## src/hdl/otsu_pkg.sv

```systemverilog
// Package: constants, types and state encoding of the Otsu threshold unit.
`default_nettype none

package otsu_pkg;

  // Histogram geometry
  localparam int NUM_BINS   = 256;
  localparam int COUNT_BITS = 16;
  localparam int BIN_W      = 16;
  localparam int KEEP_BITS  = (COUNT_BITS < BIN_W) ? COUNT_BITS : BIN_W;
  localparam logic [BIN_W-1:0] BIN_MASK = BIN_W'((64'(1) << KEEP_BITS) - 64'(1));
  localparam int ADDR_W     = $clog2(NUM_BINS);
  localparam int IDX_W      = $clog2(NUM_BINS + 1);
  localparam int LEVEL_W    = 8;

  // Accumulator and product widths
  localparam int PIX_W  = 24;
  localparam int WSUM_W = 32;
  localparam int DIFF_W = PIX_W + WSUM_W;
  localparam int DEN_W  = 2 * PIX_W;
  localparam int SQ_W   = 2 * DIFF_W;

  // Digit-serial multiplier geometry
  localparam int DIGIT_W    = 8;
  localparam int MUL_X_W    = SQ_W;
  localparam int MUL_Y_W    = DIFF_W;
  localparam int MUL_DIGITS = MUL_Y_W / DIGIT_W;
  localparam int MUL_CNT_W  = $clog2(MUL_DIGITS + 1);
  localparam int PROD_W     = MUL_X_W + MUL_Y_W;

  typedef struct packed {
    logic               start;
    logic [MUL_X_W-1:0] x;
    logic [MUL_Y_W-1:0] y;
  } otsu_mul_req_t;

  typedef struct packed {
    logic              busy;
    logic [PROD_W-1:0] product;
  } otsu_mul_rsp_t;

  typedef enum logic [3:0] {
    ST_LOAD,
    ST_RD,
    ST_ACC,
    ST_PROD,
    ST_DIFF,
    ST_SQ_GO,
    ST_SQ_WAIT,
    ST_LHS_GO,
    ST_LHS_WAIT,
    ST_CMP,
    ST_NEXT,
    ST_DONE
  } otsu_state_t;

endpackage

`default_nettype wire

```

## src/hdl/otsu_mul.sv

```systemverilog
// Digit-serial multiplier: one DIGIT_W-bit digit of y per cycle, MSB digit first.
`default_nettype none

module otsu_mul (
  input  logic                    clk,
  input  logic                    rst_n,
  input  otsu_pkg::otsu_mul_req_t req,
  output otsu_pkg::otsu_mul_rsp_t rsp
);

  logic                           busy_r, busy_nxt;
  logic [otsu_pkg::MUL_CNT_W-1:0] cnt_r, cnt_nxt;
  logic [otsu_pkg::MUL_X_W-1:0]   x_r, x_nxt;
  logic [otsu_pkg::MUL_Y_W-1:0]   y_r, y_nxt;
  logic [otsu_pkg::PROD_W-1:0]    acc_r, acc_nxt;
  logic [otsu_pkg::MUL_X_W+otsu_pkg::DIGIT_W-1:0] pp;

  // Partial product of x and the current top digit of y
  assign pp = x_r * y_r[otsu_pkg::MUL_Y_W-1 -: otsu_pkg::DIGIT_W];

  always_comb begin
    busy_nxt = busy_r;
    cnt_nxt  = cnt_r;
    x_nxt    = x_r;
    y_nxt    = y_r;
    acc_nxt  = acc_r;
    if (req.start) begin
      busy_nxt = 1'b1;
      cnt_nxt  = otsu_pkg::MUL_CNT_W'(otsu_pkg::MUL_DIGITS);
      x_nxt    = req.x;
      y_nxt    = req.y;
      acc_nxt  = '0;
    end else if (busy_r) begin
      acc_nxt  = (acc_r << otsu_pkg::DIGIT_W) + otsu_pkg::PROD_W'(pp);
      y_nxt    = y_r << otsu_pkg::DIGIT_W;
      cnt_nxt  = cnt_r - otsu_pkg::MUL_CNT_W'(1);
      busy_nxt = (cnt_r != otsu_pkg::MUL_CNT_W'(1));
    end
  end

  always_ff @(posedge clk) begin
    if (!rst_n) begin
      busy_r <= 1'b0;
      cnt_r  <= '0;
    end else begin
      busy_r <= busy_nxt;
      cnt_r  <= cnt_nxt;
    end
    x_r   <= x_nxt;
    y_r   <= y_nxt;
    acc_r <= acc_nxt;
  end

  assign rsp.busy    = busy_r;
  assign rsp.product = acc_r;

endmodule

`default_nettype wire

```

## config.mk

```make
export PLATFORM = sky130hd
export DESIGN_NAME = otsu_mul
export DESIGN_NICKNAME = d
export VERILOG_FILES = /design/src/hdl/otsu_pkg.sv /design/src/hdl/otsu_mul.sv
export SDC_FILE = /design/constraint.sdc
export NUM_CORES = 2
export LEC_CHECK = 0
export BUFFER_PORTS_ARGS = -buffer_cell sky130_fd_sc_hd__buf_2
export CAP_MARGIN = 20
export CORE_MARGIN = 2
export CORE_UTILIZATION = 28
export CTS_CLUSTER_DIAMETER = 120
export DETAILED_ROUTE_END_ITERATION = 8
export SKIP_CTS_REPAIR_TIMING = 1
export SLEW_MARGIN = 20
export SYNTH_ARGS = -nofsm -noshare
export SYNTH_HDL_FRONTEND = slang
export SYNTH_SLANG_ARGS = --single-unit
```

## constraint.sdc

```tcl
create_clock -name clk -period 8.05 [get_ports clk]
set_input_delay 1.61 -clock clk [delete_from_list [all_inputs] [get_ports clk]]
set_output_delay 1.61 -clock clk [all_outputs]
set_load 0.05 [all_outputs]
```

=== After elaboration in Yosys (flattened, before gate mapping) ===
Cells that the tools add are included.

* Register bits: 340
* Latch bits: 0
* Bits in writable memories: 0
* ROM bits: 0
* Input bits: 171
* Output and inout bits: 169
* Logic and storage cells: 16
* Memories: 0

* Add/subtract/negate cells: 2
* $mul: 1
* Div/mod/pow operators: 0
* $lt $le $gt $ge: 0
* Equal/unequal tests: 1
* Shift operators: 0
* Multiplexer cells: 6
* Bitwise gates (word level): 0
* Reduce and logical (&&, ||, !) cells: 1

{| class="wikitable"
|+ Operator list
! cell !! number
|-
| 168-bit by 120-bit adder with 168-bit output || 1
|-
| 112-bit by 8-bit multiplier with 120-bit output || 1
|-
| 56-bit 2-to-1 mux || 2
|-
| 3-bit 2-to-1 mux || 2
|-
| 3-bit by 1-bit != test with 1-bit output (second input constant) || 1
|-
| 3-bit by 1-bit subtractor with 3-bit output (second input constant) || 1
|-
| 1-bit 2-to-1 mux || 2
|-
| 2-bit nonzero test || 1
|}

=== Logic depth before layout (Yosys ltp) ===
* Depth in word-level cells: 3
* Depth in mapped cells: 26

=== Least setup slack after synthesis ===
No wires, ideal clock.

* Kind: reg-to-reg
* Start: register y_r[48] (netlist name)
* End: register acc_r[138] (netlist name)
* Setup time: 0.091 ns
* Arrival: 6.282 ns
* Slack: 1.677 ns
* Stages on the path, launching flop included: 24
* Path buffers: 4
* Clock period less this slack: 6.373 ns
* Cells stage by stage: edfxtp_1 -> clkbuf_1 -> clkbuf_1 -> nand2_1 -> fa_1 -> inv_1 -> fa_1 -> fa_1 -> inv_1 -> fa_1 -> inv_1 -> ha_1 -> buf_2 -> nand4_4 -> or3_4 -> nor4_2 -> o2111ai_1 -> a2111oi_2 -> nor3b_1 -> o21a_4 -> or4_1 -> buf_6 -> or3_1 -> a311oi_1

* Longest elaborated chain between the ends: 2

{| class="wikitable"
|+ Ends and longest elaborated chain
! item !! line !! source
|-
| start: declaration || otsu_mul.sv:14 || <nowiki>logic [otsu_pkg::MUL_Y_W-1:0] y_r, y_nxt;</nowiki>
|-
| start signal: assignment || otsu_mul.sv:50 || <nowiki>y_r <= y_nxt;</nowiki>
|-
| 112-bit by 8-bit multiplier with 120-bit output || otsu_mul.sv:19 || <nowiki>assign pp = x_r * y_r[otsu_pkg::MUL_Y_W-1 -: otsu_pkg::DIGIT_W];</nowiki>
|-
| 168-bit by 120-bit adder with 168-bit output || otsu_mul.sv:34 || <nowiki>acc_nxt = (acc_r << otsu_pkg::DIGIT_W) + otsu_pkg::PROD_W'(pp);</nowiki>
|-
| end signal: assignment || otsu_mul.sv:51 || <nowiki>acc_r <= acc_nxt;</nowiki>
|-
| end: declaration || otsu_mul.sv:15 || <nowiki>logic [otsu_pkg::PROD_W-1:0] acc_r, acc_nxt;</nowiki>
|}

Every way passes these cells.
A chain may end at the register's enable or synchronous reset.

=== Worst setup path in the final report ===
* Start: register y_r[49] (netlist name)
* End: register acc_r[165] (netlist name)

The elaborated chain is that of the path after synthesis.

==> report_table.html <==
<table>
<tr><th>Metric</th><th>Value</th></tr>
<tr><th colspan="2">Drt</th></tr>
<tr><td>Residual antenna-violating net count after detailed routing</td><td>0</td></tr>
<tr><td>DRC Markers</td><td>0</td></tr>
<tr><td>Met1 Routed Length</td><td>about 63,000 um</td></tr>
<tr><td>Drt wl/cell</td><td>20.4 um</td></tr>
<tr><td>Top Metal Used</td><td>met5</td></tr>
<tr><td>DR pass1 iterations</td><td>6</td></tr>
<tr><td>WL met3</td><td>11,900 um</td></tr>
<tr><td>Routed vias</td><td>~35,000</td></tr>
<tr><td>Post-detailed-routing wire length</td><td>approximately 150,000 um</td></tr>
<tr><td>Met2 routed wirelength</td><td>roughly 70,000 um</td></tr>
<tr><td>Routed vias/inst</td><td>about 4.8</td></tr>
<tr><td>Number of DRC markers after the initial detailed-route iteration</td><td>2,441</td></tr>
<tr><th colspan="2">Worst setup path</th></tr>
<tr><td>Crit path kind</td><td>flip-flop to flip-flop</td></tr>
<tr><td>Slowest-stage cell, CP</td><td>sky130_fd_sc_hd__fa_1</td></tr>
<tr><td>Dominant delay contributor by cell family on the critical path</td><td>adder cells</td></tr>
<tr><td>Arrival time reported for the critical path endpoint</td><td>about 8000 ps</td></tr>
<tr><td>Critical path capture point type</td><td>flip-flop</td></tr>
<tr><td>Critical-path maximum fanout</td><td>112</td></tr>
<tr><td>Nature of the critical path startpoint</td><td>flip-flop</td></tr>
<tr><td>Cell repeated most along the worst path</td><td>sky130_fd_sc_hd__fa_1</td></tr>
<tr><td>Worst EP required</td><td>8660 ps</td></tr>
<tr><td>Max incr delay on CP</td><td>~550 ps</td></tr>
<tr><td>Slack of the worst reg-to-reg path</td><td>460 ps</td></tr>
<tr><td>Critical R2R Launch</td><td>y_r[49]$_DFFE_PP_</td></tr>
<tr><td>Launching instance or port of the critical path</td><td>y_r[49]$_DFFE_PP_</td></tr>
<tr><td>Buf+Inv Stages, Crit Path</td><td>4</td></tr>
<tr><td>Series of cell instances along the critical path</td><td>buf_12 &gt; nand2_1 &gt; fa_1 &gt; inv_1 &gt; fa_1 &gt; fa_1 &gt; inv_1 &gt; fa_1 &gt; inv_1 &gt; ha_1 &gt; nand4_1 &gt; or4_1 &gt; a211oi_1 &gt; nor3_1 &gt; o41a_1 &gt; nand3b_1 &gt; o21bai_2 &gt; a21bo_4 &gt; a31oi_2 &gt; nor4_1 &gt; nor3_1 &gt; a2111oi_1</td></tr>
<tr><th colspan="2">Finish</th></tr>
<tr><td>Fraction of final layout cells sized beyond drive strength 1</td><td>0.108</td></tr>
<tr><td>Area taken by multi-input logic gates</td><td>32,200 um2</td></tr>
<tr><td>Area of all placed cells without fillers</td><td>a little over 50,000 um2</td></tr>
<tr><td>Register area</td><td>~8500 um2</td></tr>
<tr><td>Filler cell count</td><td>~17,000</td></tr>
<tr><td>Fin util</td><td>0.318</td></tr>
<tr><td>Synthesis-to-finish area growth</td><td>12.8%</td></tr>
<tr><td># nets final</td><td>approximately 6,200</td></tr>
<tr><th colspan="2">Synthesis</th></tr>
<tr><td>Number of enable flip-flop cells after synthesis</td><td>168</td></tr>
<tr><td>Fraction of synthesis flops using an asynchronous set or reset pin</td><td>0</td></tr>
<tr><td>Net count after synthesis</td><td>between 6,000 and 7,000</td></tr>
<tr><td>Warnings from Yosys</td><td>0</td></tr>
<tr><td>Distinct cell type count after synthesis</td><td>88</td></tr>
<tr><td>Synth Flop Type</td><td>sky130_fd_sc_hd__dfxtp_1</td></tr>
<tr><td>Syn Area/Cell</td><td>roughly 9 um2</td></tr>
<tr><td>Synthesized netlist cell count</td><td>4,938</td></tr>
<tr><td>Flop and latch count out of synthesis</td><td>340</td></tr>
<tr><td>Summed instance area of the synthesized netlist</td><td>around 45,000 um2</td></tr>
<tr><td>Sequential fraction of the synthesis area</td><td>0.188</td></tr>
<tr><th colspan="2">Timing</th></tr>
<tr><td>Min Clock Period, post-route</td><td>7590 ps</td></tr>
<tr><td>Total count of max-transition violations in the final report</td><td>0</td></tr>
<tr><td>Post-route fraction of the period consumed by the critical path</td><td>0.943</td></tr>
<tr><td>Final setup violation count</td><td>0</td></tr>
<tr><td>Skew final</td><td>about 100 ps</td></tr>
<tr><td>Actual transition at the worst max-transition pin</td><td>roughly 1100 ps</td></tr>
<tr><td>Final number of hold-violating endpoints</td><td>0</td></tr>
<tr><td>Sum of negative setup slack</td><td>0 ps</td></tr>
<tr><td>Crit path setup slack, layout</td><td>462 ps</td></tr>
<tr><td>RSZ-0062 raised after global routing</td><td>no</td></tr>
<tr><td>Highest Clock Rate</td><td>between 0.1 and 0.15 GHz</td></tr>
<tr><td>Worst rel slew slack</td><td>0.249</td></tr>
<tr><th colspan="2">Placement</th></tr>
<tr><td>Number of input and output port buffers inserted</td><td>approximately 340</td></tr>
<tr><td>Worst setup slack before clock tree synthesis</td><td>478 ps</td></tr>
<tr><td>Placed cell area</td><td>roughly 49,000 um2</td></tr>
<tr><td>GPL Wtd Cong</td><td>between 0.9 and 1</td></tr>
<tr><td>Dpl hpwl</td><td>119,000 um</td></tr>
<tr><th colspan="2">Die</th></tr>
<tr><td>DIE AREA</td><td>around 160,000 um2</td></tr>
<tr><td>Overall die width</td><td>between 400 and 500 um</td></tr>
<tr><td>Starting Density</td><td>0.282</td></tr>
<tr><td>Die boundary height</td><td>a little over 400 um</td></tr>
<tr><td>Cell row count</td><td>between 100 and 150</td></tr>
<tr><td>Boundary pin count</td><td>340</td></tr>
<tr><td>Area inside the core boundary</td><td>approximately 160,000 um2</td></tr>
<tr><th colspan="2">GRT</th></tr>
<tr><td>Wire length of the first global-routing pass</td><td>231,000 um</td></tr>
<tr><td>Antenna violations before repair</td><td>7</td></tr>
<tr><td>Total global routing track utilization</td><td>0.184</td></tr>
<tr><td>Pin count of the biggest net entering global routing</td><td>115</td></tr>
<tr><td>Congestion Overflow GR</td><td>0</td></tr>
<tr><td>Vias in the first global route</td><td>between 30,000 and 40,000</td></tr>
<tr><th colspan="2">Clock tree</th></tr>
<tr><td>Deepest clock path buffer count</td><td>3</td></tr>
<tr><td>Number of buffers created by CTS</td><td>52</td></tr>
<tr><td>Root buffer cell</td><td>sky130_fd_sc_hd__clkbuf_16</td></tr>
<tr><td>Sink Count</td><td>340</td></tr>
<tr><td>Number of H-tree levels</td><td>2</td></tr>
<tr><td>CTS tree</td><td>yes</td></tr>
<tr><td>Clock-pin transition on the worst setup and hold timing paths</td><td>about 60 ps</td></tr>
<tr><td>Skew-Pair Late Insertion Delay</td><td>720 ps</td></tr>
<tr><th colspan="2">Run status</th></tr>
<tr><td>Result of the run</td><td>complete, no violations</td></tr>
<tr><th colspan="2">Hold path</th></tr>
<tr><td>Class of the most critical hold timing path</td><td>flip-flop to flip-flop</td></tr>
<tr><td>Beginning of the worst hold path</td><td>acc_r[163]$_SDFFE_PP0P_</td></tr>
<tr><th colspan="2">Flow run</th></tr>
<tr><td>Max-capacitance violation count</td><td>0</td></tr>
</table>
cell type report:
| class | count | area share |
|---|---|---|
| multi-input combinational | 3422 | 0.633 |
| sequential | 340 | 0.167 |
| inverter | 945 | 0.0697 |
| tap | 2160 | 0.0531 |
| timing repair buffer | 379 | 0.0423 |
| clock buffer | 66 | 0.0282 |
| clock inverter | 31 | 0.00722 |
| antenna | 1 | 0.0000491 |
sequential cells by signal, indices dropped and copies added (netlist names):
register,cells
busy_r,1
acc_r,168
y_r,56
x_r,112
cnt_r,3
placed cells by master (no fill, tap or decap), drive strengths merged, types with 12 or more instances in the layout:
master	netlist	routed
inv	942	950
fa	771	771
and2	674	674
nand2	432	432
buf	30	379
nor2	230	230
a21oi	191	191
dfxtp	172	172
edfxtp	168	168
ha	150	150
o21ai	138	138
xnor2	93	93
nand4	90	90
clkbuf	201	66
a21o	65	65
mux2i	61	61
xor2	51	51
mux2	48	48
nor3	42	42
nand3	37	37
o21bai	37	37
a211oi	36	36
o22ai	35	35
and3	23	23
nor4	23	23
o21a	21	21
or3	17	17
a31oi	16	16
a21boi	16	16
clkinv	3	16
o211ai	12	12
synthesized netlist by cell type, types with 36 or more instances:
library cell / instances / share of area
sky130_fd_sc_hd__inv_1: 942 / 0.078
sky130_fd_sc_hd__fa_1: 771 / 0.34
sky130_fd_sc_hd__and2_1: 674 / 0.093
sky130_fd_sc_hd__nand2_1: 432 / 0.036
sky130_fd_sc_hd__nor2_1: 230 / 0.019
sky130_fd_sc_hd__clkbuf_1: 200 / 0.017
sky130_fd_sc_hd__a21oi_1: 190 / 0.021
sky130_fd_sc_hd__dfxtp_1: 172 / 0.076
sky130_fd_sc_hd__edfxtp_1: 168 / 0.11
sky130_fd_sc_hd__ha_1: 150 / 0.042
sky130_fd_sc_hd__o21ai_0: 131 / 0.015
sky130_fd_sc_hd__xnor2_1: 93 / 0.018
sky130_fd_sc_hd__nand4_1: 89 / 0.012
sky130_fd_sc_hd__a21o_1: 65 / 0.011
sky130_fd_sc_hd__mux2i_1: 61 / 0.014
sky130_fd_sc_hd__xor2_1: 51 / 0.0099
sky130_fd_sc_hd__mux2_2: 48 / 0.012
sky130_fd_sc_hd__nor3_1: 39 / 0.0043
sky130_fd_sc_hd__nand3_1: 37 / 0.0041
sky130_fd_sc_hd__o21bai_1: 36 / 0.0060
cell families after synthesis:
family	after synthesis	synth area share
AND/OR/NAND/NOR	1611	0.187
buffers and inverters	1176	0.0987
adder cells (fa/ha/maj)	921	0.383
AO/OA/AOI/OAI	637	0.0897
flip-flops	340	0.188
XOR/XNOR	144	0.0279
multiplexers	109	0.0255
per-stage QoR:
stage	cells	hold WS, ps
6_report	7344	465
5_1_grt	7343	504
4_1_cts	7343	462
3_5_place_dp	7246	443
3_3_place_gp	7246	436
2_1_floorplan	4938	518
worst reg2reg max path, cell delays in order (launching register included):
cell,delay (ps)
sky130_fd_sc_hd__edfxtp_1,370
sky130_fd_sc_hd__buf_12,430
sky130_fd_sc_hd__nand2_1,200
sky130_fd_sc_hd__fa_1,530
sky130_fd_sc_hd__inv_1,70
sky130_fd_sc_hd__fa_1,490
sky130_fd_sc_hd__fa_1,550
sky130_fd_sc_hd__inv_1,60
sky130_fd_sc_hd__fa_1,490
sky130_fd_sc_hd__inv_1,50
sky130_fd_sc_hd__ha_1,420
sky130_fd_sc_hd__nand4_1,190
sky130_fd_sc_hd__or4_1,530
sky130_fd_sc_hd__a211oi_1,250
sky130_fd_sc_hd__nor3_1,200
sky130_fd_sc_hd__o41a_1,510
sky130_fd_sc_hd__nand3b_1,370
sky130_fd_sc_hd__o21bai_2,400
sky130_fd_sc_hd__a21bo_4,280
sky130_fd_sc_hd__a31oi_2,270
sky130_fd_sc_hd__nor4_1,450
sky130_fd_sc_hd__nor3_1,80
sky130_fd_sc_hd__a2111oi_1,310
final timing paths:
check	to	cells after the start
min reg2reg	acc_r[163]$_SDFFE_PP0P_	2
min	acc_r[163]$_SDFFE_PP0P_	2
max reg2reg	acc_r[165]$_SDFFE_PP0P_	22
max	acc_r[165]$_SDFFE_PP0P_	22
per-layer routing:
metal,up-vias,track usage
li1,15900,-
met1,18000,0.238
met2,1093,0.300
met3,222,0.0479
met4,10,0.0541
met5,-,0
Power is left out: the tool's default activity adds up to more than one toggle a clock period on the data nets, which glitch-free logic cannot reach.
